### config.mk
export PLATFORM = sky130hd
export DESIGN_NAME = onewire_bus_master_unit_flat
export DESIGN_NICKNAME = d
export VERILOG_FILES = /design/src/rtl/obm_pkg.sv /design/src/rtl/obm_in_if.sv /design/src/rtl/obm_out_if.sv /design/src/rtl/onewire_bus_master_unit.sv /design/src/rtl/obm_cfg.sv /design/src/rtl/obm_seq.sv /design/src/rtl/obm_out.sv /design/src/flat_wrapper.sv
export SDC_FILE = /design/constraint.sdc
export NUM_CORES = 1
export LEC_CHECK = 0
export BUFFER_PORTS_ARGS = -buffer_cell sky130_fd_sc_hd__buf_2
export CORE_ASPECT_RATIO = 1.2
export CORE_MARGIN = 10
export CORE_UTILIZATION = 34
export CTS_CLUSTER_DIAMETER = 30
export DETAILED_ROUTE_END_ITERATION = 8
export PLACE_DENSITY = 0.49
export REMOVE_ABC_BUFFERS = 1
export SYNTH_ARGS = -nofsm -noshare
export SYNTH_HDL_FRONTEND = slang
export SYNTH_SLANG_ARGS = --single-unit
### constraint.sdc
create_clock -name clk_i -period 5.7 [get_ports clk_i]
set_clock_uncertainty 0.05 [all_clocks]
set_input_delay 0.285 -clock clk_i [delete_from_list [all_inputs] [get_ports clk_i]]
set_output_delay 0.285 -clock clk_i [all_outputs]
set_load 0.01 [all_outputs]
### src/rtl/obm_pkg.sv
// Shared types, constants and register map of the one-wire bus master.
package obm_pkg;

  localparam int unsigned NumRegs   = 8;
  localparam int unsigned RegIdxW   = 3;
  localparam int unsigned TickW     = 16;
  localparam int unsigned ByteW     = 8;
  localparam int unsigned BitIdxW   = 3;
  localparam int unsigned PaddrW    = 5;
  localparam int unsigned PdataW    = 32;

  localparam logic [TickW-1:0] PresenceHoldTicks = TickW'(60);
  localparam logic [TickW-1:0] ResetTailTicks    = TickW'(410);

  typedef enum logic [RegIdxW-1:0] {
    REG_RESET_LOW     = 3'd0,
    REG_PRESENCE_WAIT = 3'd1,
    REG_WRITE_ONE_LOW = 3'd2,
    REG_WRITE_ZERO_LOW= 3'd3,
    REG_SLOT_TAIL     = 3'd4,
    REG_RECOVERY      = 3'd5,
    REG_READ_LOW      = 3'd6,
    REG_READ_SAMPLE   = 3'd7
  } reg_idx_e;

  typedef enum logic [1:0] {
    OP_TICK  = 2'd0,
    OP_RESET = 2'd1,
    OP_WRITE = 2'd2,
    OP_READ  = 2'd3
  } op_e;

  typedef enum logic [3:0] {
    PH_IDLE     = 4'd0,
    PH_RST_LOW  = 4'd1,
    PH_RST_WAIT = 4'd2,
    PH_RST_PRES = 4'd3,
    PH_RST_HOLD = 4'd4,
    PH_RST_HIGH = 4'd5,
    PH_RST_TAIL = 4'd6,
    PH_WR_LOW   = 4'd7,
    PH_WR_REL   = 4'd8,
    PH_RD_LOW   = 4'd9,
    PH_RD_WAIT  = 4'd10,
    PH_RD_TAIL  = 4'd11
  } phase_e;

  typedef struct packed {
    logic [TickW-1:0] reset_low_ticks;
    logic [TickW-1:0] presence_wait_ticks;
    logic [TickW-1:0] write_one_low_ticks;
    logic [TickW-1:0] write_zero_low_ticks;
    logic [TickW-1:0] slot_tail_ticks;
    logic [TickW-1:0] recovery_ticks;
    logic [TickW-1:0] read_low_ticks;
    logic [TickW-1:0] read_sample_ticks;
  } cfg_t;

  typedef struct packed {
    logic             drive_low;
    logic             busy_res;
    logic             done_res;
    logic [ByteW-1:0] read_byte;
  } res_t;

  localparam cfg_t CfgReset = '{
    reset_low_ticks:      TickW'(480),
    presence_wait_ticks:  TickW'(60),
    write_one_low_ticks:  TickW'(10),
    write_zero_low_ticks: TickW'(60),
    slot_tail_ticks:      TickW'(55),
    recovery_ticks:       TickW'(5),
    read_low_ticks:       TickW'(2),
    read_sample_ticks:    TickW'(10)
  };

endpackage

### src/rtl/obm_in_if.sv
// Input channel: one timing tick word with operation, data byte and line level.
interface obm_in_if;
  logic       valid;
  logic       ready;
  logic [1:0] operation;
  logic [7:0] data_byte;
  logic       line_level;

  modport source (output valid, output operation, output data_byte, output line_level,
                  input ready);
  modport sink (input valid, input operation, input data_byte, input line_level,
                output ready);
endinterface

### src/rtl/obm_out_if.sv
// Output channel: one result word per tick with drive, busy, done and read byte.
interface obm_out_if;
  logic       valid;
  logic       ready;
  logic       drive_low;
  logic       busy_res;
  logic       done_res;
  logic [7:0] read_byte;

  modport source (output valid, output drive_low, output busy_res, output done_res,
                  output read_byte, input ready);
  modport sink (input valid, input drive_low, input busy_res, input done_res,
                input read_byte, output ready);
endinterface

### src/rtl/onewire_bus_master_unit.sv
// One-wire bus master: the input channel carries one timing tick per word with the
// operation to start (reset, byte write, byte read or plain tick), the byte to send
// and the bus level sampled on that tick. Each accepted word yields exactly one
// result word with the line drive, busy and done flags and the last byte read.
// The user must write the eight timing registers (byte address 4*i) over the APB
// port only while idle, which the block does not enforce. A tick's result sits in
// the result register from the cycle after it is accepted. Throughput: one tick per
// clock cycle unless stalled; the phase, counter and shifter update on acceptance.
// Reset: the sequencer returns to idle, counters and bytes clear, the timing
// registers take their default values and no result is pending.
// Stall: while the receiver holds off, the one result word waits in the result
// register and the input ready drops; state does not advance until it is taken.
module onewire_bus_master_unit (
  input  logic                        clk_i,
  input  logic                        rst_ni,
  obm_in_if.sink                      in_i,
  obm_out_if.source                   out_o,
  input  logic                        psel,
  input  logic                        penable,
  input  logic                        pwrite,
  input  logic [obm_pkg::PaddrW-1:0]  paddr,
  input  logic [obm_pkg::PdataW-1:0]  pwdata,
  output logic [obm_pkg::PdataW-1:0]  prdata,
  output logic                        pready
);
  import obm_pkg::*;

  cfg_t cfg;
  res_t res_new;
  res_t res_held;
  logic in_ready;
  logic accept;

  assign in_i.ready = in_ready;
  assign accept     = in_i.valid && in_ready;

  obm_cfg u_cfg (
    .clk_i   (clk_i),
    .rst_ni  (rst_ni),
    .psel    (psel),
    .penable (penable),
    .pwrite  (pwrite),
    .paddr   (paddr),
    .pwdata  (pwdata),
    .prdata  (prdata),
    .pready  (pready),
    .cfg_o   (cfg)
  );

  obm_seq u_seq (
    .clk_i        (clk_i),
    .rst_ni       (rst_ni),
    .accept_i     (accept),
    .operation_i  (in_i.operation),
    .data_byte_i  (in_i.data_byte),
    .line_level_i (in_i.line_level),
    .cfg_i        (cfg),
    .res_o        (res_new)
  );

  obm_out u_out (
    .clk_i       (clk_i),
    .rst_ni      (rst_ni),
    .in_valid_i  (in_i.valid),
    .in_ready_o  (in_ready),
    .res_i       (res_new),
    .out_valid_o (out_o.valid),
    .out_ready_i (out_o.ready),
    .res_o       (res_held)
  );

  assign out_o.drive_low = res_held.drive_low;
  assign out_o.busy_res  = res_held.busy_res;
  assign out_o.done_res  = res_held.done_res;
  assign out_o.read_byte = res_held.read_byte;

endmodule

### src/rtl/obm_cfg.sv
// APB-style register file holding the eight timing registers.
module obm_cfg (
  input  logic                          clk_i,
  input  logic                          rst_ni,
  input  logic                          psel,
  input  logic                          penable,
  input  logic                          pwrite,
  input  logic [obm_pkg::PaddrW-1:0]    paddr,
  input  logic [obm_pkg::PdataW-1:0]    pwdata,
  output logic [obm_pkg::PdataW-1:0]    prdata,
  output logic                          pready,
  output obm_pkg::cfg_t                 cfg_o
);
  import obm_pkg::*;

  cfg_t                cfg_q, cfg_d;
  logic                wr_en;
  logic [RegIdxW-1:0]  idx;
  logic [TickW-1:0]    wval;
  logic [TickW-1:0]    rval;

  assign pready = 1'b1;
  assign wr_en  = psel && penable && pwrite && pready;
  assign idx    = paddr[PaddrW-1:2];
  assign wval   = pwdata[TickW-1:0];

  always_comb begin
    cfg_d = cfg_q;
    if (wr_en) begin
      case (reg_idx_e'(idx))
        REG_RESET_LOW:      cfg_d.reset_low_ticks      = wval;
        REG_PRESENCE_WAIT:  cfg_d.presence_wait_ticks  = wval;
        REG_WRITE_ONE_LOW:  cfg_d.write_one_low_ticks  = wval;
        REG_WRITE_ZERO_LOW: cfg_d.write_zero_low_ticks = wval;
        REG_SLOT_TAIL:      cfg_d.slot_tail_ticks      = wval;
        REG_RECOVERY:       cfg_d.recovery_ticks       = wval;
        REG_READ_LOW:       cfg_d.read_low_ticks       = wval;
        REG_READ_SAMPLE:    cfg_d.read_sample_ticks    = wval;
        default:            cfg_d = cfg_q;
      endcase
    end
  end

  always_comb begin
    case (reg_idx_e'(idx))
      REG_RESET_LOW:      rval = cfg_q.reset_low_ticks;
      REG_PRESENCE_WAIT:  rval = cfg_q.presence_wait_ticks;
      REG_WRITE_ONE_LOW:  rval = cfg_q.write_one_low_ticks;
      REG_WRITE_ZERO_LOW: rval = cfg_q.write_zero_low_ticks;
      REG_SLOT_TAIL:      rval = cfg_q.slot_tail_ticks;
      REG_RECOVERY:       rval = cfg_q.recovery_ticks;
      REG_READ_LOW:       rval = cfg_q.read_low_ticks;
      REG_READ_SAMPLE:    rval = cfg_q.read_sample_ticks;
      default:            rval = '0;
    endcase
  end

  assign prdata = {{(PdataW-TickW){1'b0}}, rval};

  always_ff @(posedge clk_i or negedge rst_ni) begin
    if (!rst_ni) begin
      cfg_q <= CfgReset;
    end else begin
      cfg_q <= cfg_d;
    end
  end

  assign cfg_o = cfg_q;

endmodule

### src/rtl/obm_seq.sv
// Bus sequencer: phase state machine, tick counter and bit shifter, one tick per word.
module obm_seq (
  input  logic                        clk_i,
  input  logic                        rst_ni,
  input  logic                        accept_i,
  input  logic [1:0]                  operation_i,
  input  logic [obm_pkg::ByteW-1:0]   data_byte_i,
  input  logic                        line_level_i,
  input  obm_pkg::cfg_t               cfg_i,
  output obm_pkg::res_t               res_o
);
  import obm_pkg::*;

  phase_e              phase_q, phase_d, phase_s;
  logic [TickW-1:0]    cnt_q, cnt_d, cnt_s;
  logic [BitIdxW-1:0]  bidx_q, bidx_d, bidx_s;
  logic [ByteW-1:0]    sb_q, sb_d, sb_s;
  logic [ByteW-1:0]    asm_q, asm_d;
  logic                done;
  logic                drive;
  logic                busy;
  logic [TickW-1:0]    dur;
  logic [TickW-1:0]    cnt_inc;
  logic                fin;
  logic                one;

  // Start of an operation: this tick is already its first tick.
  always_comb begin
    phase_s = phase_q;
    cnt_s   = cnt_q;
    bidx_s  = bidx_q;
    sb_s    = sb_q;
    if (phase_q == PH_IDLE && op_e'(operation_i) != OP_TICK) begin
      cnt_s  = '0;
      bidx_s = '0;
      case (op_e'(operation_i))
        OP_RESET: phase_s = PH_RST_LOW;
        OP_WRITE: begin
          sb_s    = data_byte_i;
          phase_s = PH_WR_LOW;
        end
        OP_READ: begin
          sb_s    = '0;
          phase_s = PH_RD_LOW;
        end
        default: phase_s = phase_q;
      endcase
    end
  end

  assign one = sb_s[0];

  // Interval length of the current phase.
  always_comb begin
    case (phase_s)
      PH_RST_LOW:  dur = cfg_i.reset_low_ticks;
      PH_RST_WAIT: dur = cfg_i.presence_wait_ticks;
      PH_RST_HOLD: dur = PresenceHoldTicks;
      PH_RST_TAIL: dur = ResetTailTicks;
      PH_WR_LOW:   dur = one ? cfg_i.write_one_low_ticks : cfg_i.write_zero_low_ticks;
      PH_WR_REL:   dur = one ? cfg_i.slot_tail_ticks : cfg_i.recovery_ticks;
      PH_RD_LOW:   dur = cfg_i.read_low_ticks;
      PH_RD_WAIT:  dur = cfg_i.read_sample_ticks;
      PH_RD_TAIL:  dur = cfg_i.slot_tail_ticks;
      default:     dur = '0;
    endcase
  end

  // A zero-length interval, or a counter wrap, ends after one tick.
  assign cnt_inc = cnt_s + TickW'(1);
  assign fin     = (cnt_inc >= dur) || (cnt_inc == '0);

  // Outputs of this tick.
  always_comb begin
    drive = (phase_s == PH_RST_LOW) || (phase_s == PH_WR_LOW) || (phase_s == PH_RD_LOW);
    busy  = (phase_s != PH_IDLE);
  end

  // Next state.
  always_comb begin
    phase_d = phase_s;
    cnt_d   = cnt_s;
    bidx_d  = bidx_s;
    sb_d    = sb_s;
    asm_d   = asm_q;
    done    = 1'b0;
    case (phase_s)
      PH_IDLE: ;
      PH_RST_PRES: begin
        if (!line_level_i) begin
          cnt_d   = '0;
          phase_d = PH_RST_HOLD;
        end
      end
      PH_RST_HIGH: begin
        if (line_level_i) begin
          cnt_d   = '0;
          phase_d = PH_RST_TAIL;
        end
      end
      PH_RST_LOW, PH_RST_WAIT, PH_RST_HOLD, PH_RST_TAIL,
      PH_WR_LOW, PH_WR_REL, PH_RD_LOW, PH_RD_WAIT, PH_RD_TAIL: begin
        cnt_d = fin ? '0 : cnt_inc;
        if (fin) begin
          case (phase_s)
            PH_RST_LOW:  phase_d = PH_RST_WAIT;
            PH_RST_WAIT: phase_d = PH_RST_PRES;
            PH_RST_HOLD: phase_d = PH_RST_HIGH;
            PH_RST_TAIL: begin
              phase_d = PH_IDLE;
              done    = 1'b1;
            end
            PH_WR_LOW:   phase_d = PH_WR_REL;
            PH_WR_REL: begin
              sb_d = {1'b0, sb_s[ByteW-1:1]};
              if (bidx_s == '1) begin
                bidx_d  = '0;
                phase_d = PH_IDLE;
                done    = 1'b1;
              end else begin
                bidx_d  = bidx_s + BitIdxW'(1);
                phase_d = PH_WR_LOW;
              end
            end
            PH_RD_LOW:   phase_d = PH_RD_WAIT;
            PH_RD_WAIT: begin
              sb_d[bidx_s] = sb_s[bidx_s] | line_level_i;
              phase_d      = PH_RD_TAIL;
            end
            PH_RD_TAIL: begin
              if (bidx_s == '1) begin
                bidx_d  = '0;
                asm_d   = sb_s;
                phase_d = PH_IDLE;
                done    = 1'b1;
              end else begin
                bidx_d  = bidx_s + BitIdxW'(1);
                phase_d = PH_RD_LOW;
              end
            end
            default: phase_d = phase_s;
          endcase
        end
      end
      default: begin
        phase_d = PH_IDLE;
        cnt_d   = '0;
      end
    endcase
  end

  always_ff @(posedge clk_i or negedge rst_ni) begin
    if (!rst_ni) begin
      phase_q <= PH_IDLE;
      cnt_q   <= '0;
      bidx_q  <= '0;
      sb_q    <= '0;
      asm_q   <= '0;
    end else if (accept_i) begin
      phase_q <= phase_d;
      cnt_q   <= cnt_d;
      bidx_q  <= bidx_d;
      sb_q    <= sb_d;
      asm_q   <= asm_d;
    end
  end

  assign res_o = '{drive_low: drive, busy_res: busy, done_res: done, read_byte: asm_d};

endmodule

### src/rtl/obm_out.sv
// Result register: holds one result word and throttles the input side.
module obm_out (
  input  logic          clk_i,
  input  logic          rst_ni,
  input  logic          in_valid_i,
  output logic          in_ready_o,
  input  obm_pkg::res_t res_i,
  output logic          out_valid_o,
  input  logic          out_ready_i,
  output obm_pkg::res_t res_o
);
  import obm_pkg::*;

  logic valid_q, valid_d;
  res_t res_q;
  logic take;

  // Accept while empty or while the held word leaves this cycle.
  assign in_ready_o = !valid_q || out_ready_i;
  assign take       = in_valid_i && in_ready_o;

  always_comb begin
    valid_d = valid_q;
    if (take) begin
      valid_d = 1'b1;
    end else if (out_ready_i) begin
      valid_d = 1'b0;
    end
  end

  always_ff @(posedge clk_i or negedge rst_ni) begin
    if (!rst_ni) begin
      valid_q <= 1'b0;
    end else begin
      valid_q <= valid_d;
    end
  end

  always_ff @(posedge clk_i) begin
    if (take) begin
      res_q <= res_i;
    end
  end

  assign out_valid_o = valid_q;
  assign res_o       = res_q;

endmodule
### src/flat_wrapper.sv
// flat-port wrapper written by rule: the top's interface ports become plain ports
module onewire_bus_master_unit_flat import obm_pkg::*;
  (clk_i, rst_ni, psel, penable, pwrite, paddr, pwdata, prdata, pready, in_i_valid, in_i_operation, in_i_data_byte, in_i_line_level, in_i_ready, out_o_valid, out_o_drive_low, out_o_busy_res, out_o_done_res, out_o_read_byte, out_o_ready);
  obm_in_if in_i_i ();
  obm_out_if out_o_i ();
  input  logic clk_i;
  input  logic rst_ni;
  input  logic psel;
  input  logic penable;
  input  logic pwrite;
  input  logic [obm_pkg::PaddrW-1:0] paddr;
  input  logic [obm_pkg::PdataW-1:0] pwdata;
  output logic [obm_pkg::PdataW-1:0] prdata;
  output logic pready;
  input wire logic [$bits(in_i_i.valid)-1:0] in_i_valid;
  input wire logic [$bits(in_i_i.operation)-1:0] in_i_operation;
  input wire logic [$bits(in_i_i.data_byte)-1:0] in_i_data_byte;
  input wire logic [$bits(in_i_i.line_level)-1:0] in_i_line_level;
  output wire logic [$bits(in_i_i.ready)-1:0] in_i_ready;
  output wire logic [$bits(out_o_i.valid)-1:0] out_o_valid;
  output wire logic [$bits(out_o_i.drive_low)-1:0] out_o_drive_low;
  output wire logic [$bits(out_o_i.busy_res)-1:0] out_o_busy_res;
  output wire logic [$bits(out_o_i.done_res)-1:0] out_o_done_res;
  output wire logic [$bits(out_o_i.read_byte)-1:0] out_o_read_byte;
  input wire logic [$bits(out_o_i.ready)-1:0] out_o_ready;
  assign in_i_i.valid = in_i_valid;
  assign in_i_i.operation = in_i_operation;
  assign in_i_i.data_byte = in_i_data_byte;
  assign in_i_i.line_level = in_i_line_level;
  assign in_i_ready = in_i_i.ready;
  assign out_o_valid = out_o_i.valid;
  assign out_o_drive_low = out_o_i.drive_low;
  assign out_o_busy_res = out_o_i.busy_res;
  assign out_o_done_res = out_o_i.done_res;
  assign out_o_read_byte = out_o_i.read_byte;
  assign out_o_i.ready = out_o_ready;
  onewire_bus_master_unit u_core (.clk_i(clk_i), .rst_ni(rst_ni), .in_i(in_i_i), .out_o(out_o_i), .psel(psel), .penable(penable), .pwrite(pwrite), .paddr(paddr), .pwdata(pwdata), .prdata(prdata), .pready(pready));
endmodule
After elaboration in Yosys (flattened, before gate mapping)

Cells that the tools add are included.

Output and inout bits: 46
Input bits: 55
Word-level logic and storage cells: 115
Flip-flop bits (word level): 179

Reductions and logical operators: 28
Equality and inequality tests: 22
$lt $le $gt $ge: 3
Muxes and demuxes: 41
Bitwise logic cells: 1
Add/subtract/negate cells: 2

Operators with widths:

| operator              | number |
|---|---|
| $pmux 16 s9           | 1 |
| $pmux 16 s8           | 1 |
| $mux 16               | 6 |
| $pmux 16 s4           | 1 |
| $mux 8                | 7 |
| $pmux 4 s9            | 1 |
| $pmux 8 s2            | 2 |
| $mux 4                | 5 |
| $mux 3                | 6 |
| $reduce_and 2->1      | 9 |
| $add 16x1->16 const B | 1 |
| $eq 4x3->1 const B    | 4 |
| $eq 4x4->1 const B    | 4 |
| $ge 16x16->1          | 1 |
| $logic_not 16->1      | 1 |
| $pmux 4 s4            | 1 |
| $eq 3x3->1 const B    | 5 |
| $pmux 4 s3            | 1 |
| $reduce_or 9->1       | 1 |
| $bwmux 8              | 1 |
| $eq 4x2->1 const B    | 2 |
| $logic_not 4->1       | 2 |
| $eq 3x2->1 const B    | 2 |
| $logic_and 1x1->1     | 5 |
| 18 further kinds      | 27 |

Depth between registers and ports, before layout

Depth in word-level cells: 11
Gate-level depth with buffers: 20
Depth with buffers taken out: 17

Cells and area by module

Synthesis repeated with hierarchy kept, for this count alone.

Cell total of the unflattened synthesis: 1046
Area total of the unflattened synthesis: 10979.3 sq um

By module, submodules not included:

| module                  | cells each | seq. area each (sq um) | instances | area each (sq um) |
|---|---|---|---|---|
| obm_cfg                 | 436        | 3233.1                 | 1         | 6052.1 |
| obm_seq                 | 594        | 975.9                  | 1         | 4536.9 |
| obm_out                 | 15         | 355.3                  | 1         | 384.1 |
| onewire_bus_master_unit | 1          | 0.0                    | 1         | 6.3 |

Worst setup path before layout

Ideal clock, no wire load.

Path type: register to register
Start: reg u_core.u_seq.phase_q[2]
End: reg u_core.u_out.res_q (netlist bit u_core.u_out.res_o[0]) (data pin)
Required time: 5.390 ns
Setup time: 0.260 ns
Period minus slack after synthesis: 4.362 ns
Slack: 1.338 ns
Path buffers: 4
Stages on the path, launching flop included: 19
Data arrival time: 4.053 ns
Cells stage by stage: dfrtp_1 > clkbuf_1 > nor2_1 > and2_1 > buf_2 > mux2i_1 > clkbuf_1 > nand2_1 > a21oi_1 > a2111oi_0 > ha_1 > a2111oi_0 > o21ai_0 > a221oi_1 > o21ai_0 > a41o_1 > nor2b_1 > buf_2 > mux2_2

RTL lines:

| what                   | line           | source |
|---|---|---|
| from (decl)            | obm_seq.sv:14  | `phase_e phase_q, phase_d, phase_s;` |
| from (signal assigned) | obm_seq.sv:160 | `phase_q <= phase_d;` |
| to (signal assigned)   | obm_out.sv:41  | `res_q <= res_i;` |
| to (decl)              | obm_out.sv:15  | `res_t res_q;` |

==> flow_summary_export.csv <==
group,metric,value,unit
run_status,status,"finished clean",
grt,globalRouteOverflowTotal,0,
timing,setup_ws,0.445,ns
routing,drt.antenna.violating_nets,0,
cts,clk_pin_slew,0.07,ns
timing,slew_violations,0,
layout,num_antenna_cells,0,
cts,cts_buffers,17,
layout,drive_above_1_share,0.310,
place,place_ws,0.449,ns
layout,final_cells,1567,
floorplanning,start_util,0.343,
synthesis,yosys_warnings,0,
place,dpl.cell_count,1533,
place,io_buffers,65,
timing,tightest_slew,1.21,ns
cts,postCtsHoldBufs,2,
timing,hold_ws,0.0887,ns
grt,grt_pass1_vias,8814,
critical_path,cp_max_fo,8,
critical_path,regToRegEndpoint,"u_core.u_out.res_o[0]",
layout,layout_commonest_cell,"nand2_1",
cts,cts_tree,"built",
routing,drt_iter0_drc,715,
critical_path,required,5.84,ns
floorplanning,row_count,71,
floorplanning,die_w,182,µm
synthesis,syn_area_per_cell,10.0,µm²
grt,grt_pass1_wl,55100,µm
routing,drc_errors,0,
critical_path,path_class,"flip-flop to flip-flop",
critical_path,r2r_cells,15,
power_and_ir_drop,p_total,5.18,mW
synthesis,async_flop_share,0.939,
floorplanning,fp.coreArea,31200,µm²
cts,postCtsSetupBuffers,0,
routing,via_count,8909,
cts,cts_root_buf,"clkbuf_16",
timing,finalSetupTns,0,ns
timing,fin_crit_sh,0.922,
floorplanning,ioPinCount,101,
grt,antenna_found_initial,2,
synthesis,synth_seq_cells,179,
critical_path,cp-end-kind,"flip-flop",
timing,hold_viol,0,
floorplanning,die_y,214,µm
place,placed_cell_area,11800,µm²
layout,fin_util,0.398,
grt,grt_max_degree,71,
cts,cts_max_level,4,
timing,relSlewSlack,0.190,
grt,grt_util_all_layers,0.179,
synthesis,ys_seq_area_frac,0.426,
layout,final_cell_mix,"nand2_1, dfrtp_1, mux2_2",
critical_path,r2r_slack,0.45,ns
synthesis,synth_edf_count,11,
min_path,hold_class,"input port to flip-flop",
synthesis,syn_area,10700,µm²
synthesis,netlist_instances,1069,
synthesis,ys_types,73,
critical_path,critPathArrivalTime,5.39,ns
power_and_ir_drop,peakVddDrop,0.000186,V
timing,period_needed,5.25,ns
routing,wl_per_cell,22.8,µm
cts,insertion_delay,0.45,ns
flow_run,drv_cap,0,
routing,drt_pre_antenna_iters,6,
cts,cts.repair.resized,0,
routing,viasPerCell,5.69,
timing,setup_violations,0,
floorplanning,die-area,39000,µm²
critical_path,worstSetupStartpoint,"u_core.u_seq.phase_q[0]",
critical_path,crit_path_end,"u_core.u_out.res_o[0]",
critical_path,critPathLaunchType,"flip-flop",
cts,cts_buffer_depth,2,
critical_path,r2r_start,"u_core.u_seq.phase_q[0]",
synthesis,synthFlopType,"dfrtp_1",
layout,area_growth,15.9,%
place,gp_congestion,0.846,
layout,nets,1227,
timing,rsz0062_at_grt,"no",
power_and_ir_drop,leakage,5.34,nW
place,dp_hpwl,24300,µm
routing,drt-total-wl,35700,µm
cts,clock-sinks,179,
power_and_ir_drop,power_density,418,nW/µm²
timing,fmax,190,MHz
layout,final_cell_area,12400,µm²
==> cell usage after synthesis, drive strengths merged (19+ instances only) <==
| cell | number | area, µm² |
|---|---|---|
| mux2i | 31 | 310 |
| nor2 | 63 | 241 |
| ha | 19 | 238 |
| a22o | 19 | 166 |
| inv | 21 | 78.8 |
| dfstp | 24 | 631 |
| clkbuf | 45 | 169 |
| a21oi | 64 | 320 |
| buf | 35 | 216 |
| o21ai | 48 | 240 |
| nand2 | 155 | 582 |
| mux2 | 144 | 1620 |
| dfrtp | 144 | 3600 |
| a22oi | 19 | 143 |
==> cell families (layout without fill, tap and decap cells) <==
kind of cell / after synthesis / in the layout / share of synthesized area
compound gates: 255 / 255 / 0.162
fa+ha+maj: 20 / 20 / 0.0231
xor+xnor: 9 / 9 / 0.00736
buf+inv: 102 / 184 / 0.0437
other cells: 2 / 17 / 0.000702
mux: 184 / 184 / 0.199
simple gates: 318 / 318 / 0.137
flops: 179 / 179 / 0.426
==> critical path, stage by stage (launching register included) <==
cell and delay (ns):
dfrtp_1 0.50, nor3b_2 0.25, and2_1 0.18, mux2_2 0.44
buf_4 0.18, nand2_1 0.06, a21oi_1 0.06, a2111oi_1 1.03
ha_1 0.24, nand2_1 0.05, a211oi_1 0.22, a221oi_1 0.11
o21ai_0 0.25, a41o_1 0.21, nor2b_1 0.76, mux2_2 0.41
==> sequential cells by signal, indices dropped and copies added (netlist names) <==
name / count
u_core.u_seq.cnt_q: 16
u_core.u_cfg.cfg_o: 128
u_core.u_seq.asm_q: 8
u_core.u_seq.bidx_q: 3
u_core.u_seq.sb_q: 8
u_core.u_out.out_valid_o: 1
u_core.u_out.res_o: 11
u_core.u_seq.phase_q: 4
==> per-layer routing <==
layer	wire [µm]	global-route usage
met2	17700	0.299
met4	558	0.0510
met1	15700	0.234
met5	22	0
met3	1720	0.0272
==> how the worst min path moves through the flow <==
stage                      startpoint                       end  slack [ns]  cells after the start
after detailed placement       rst_ni    u_core.u_seq.cnt_q[11]        0.18                      1
after global routing       pwdata[14]   u_core.u_cfg.cfg_o[110]        0.10                      3
after CTS                 out_o_ready  u_core.u_out.out_valid_o        0.08                      3
final                     out_o_ready  u_core.u_out.out_valid_o        0.09                      3
after global placement         rst_ni    u_core.u_seq.cnt_q[11]        0.19                      1
after floorplan                rst_ni     u_core.u_cfg.cfg_o[0]       -0.06                      0
==> power breakdown <==
| group | switching (mW) | internal [mW] | total [mW] |
|---|---|---|---|
| combinational | 1.26 | 0.883 | 2.14 |
| clock | 0.544 | 0.696 | 1.24 |
| sequential | 0.245 | 1.55 | 1.80 |
==> cell type report <==
cell class | count | area (µm²)
clock buffers | 22 | 484
clock inverters | 10 | 119
fillers | 3124 | 18800
inverters | 22 | 82.6
multi-input cells | 803 | 5790
flip-flops and latches | 179 | 4560
well taps | 401 | 502
repair buffers | 130 | 862
Note: power is estimated with default switching activity, not from simulation.
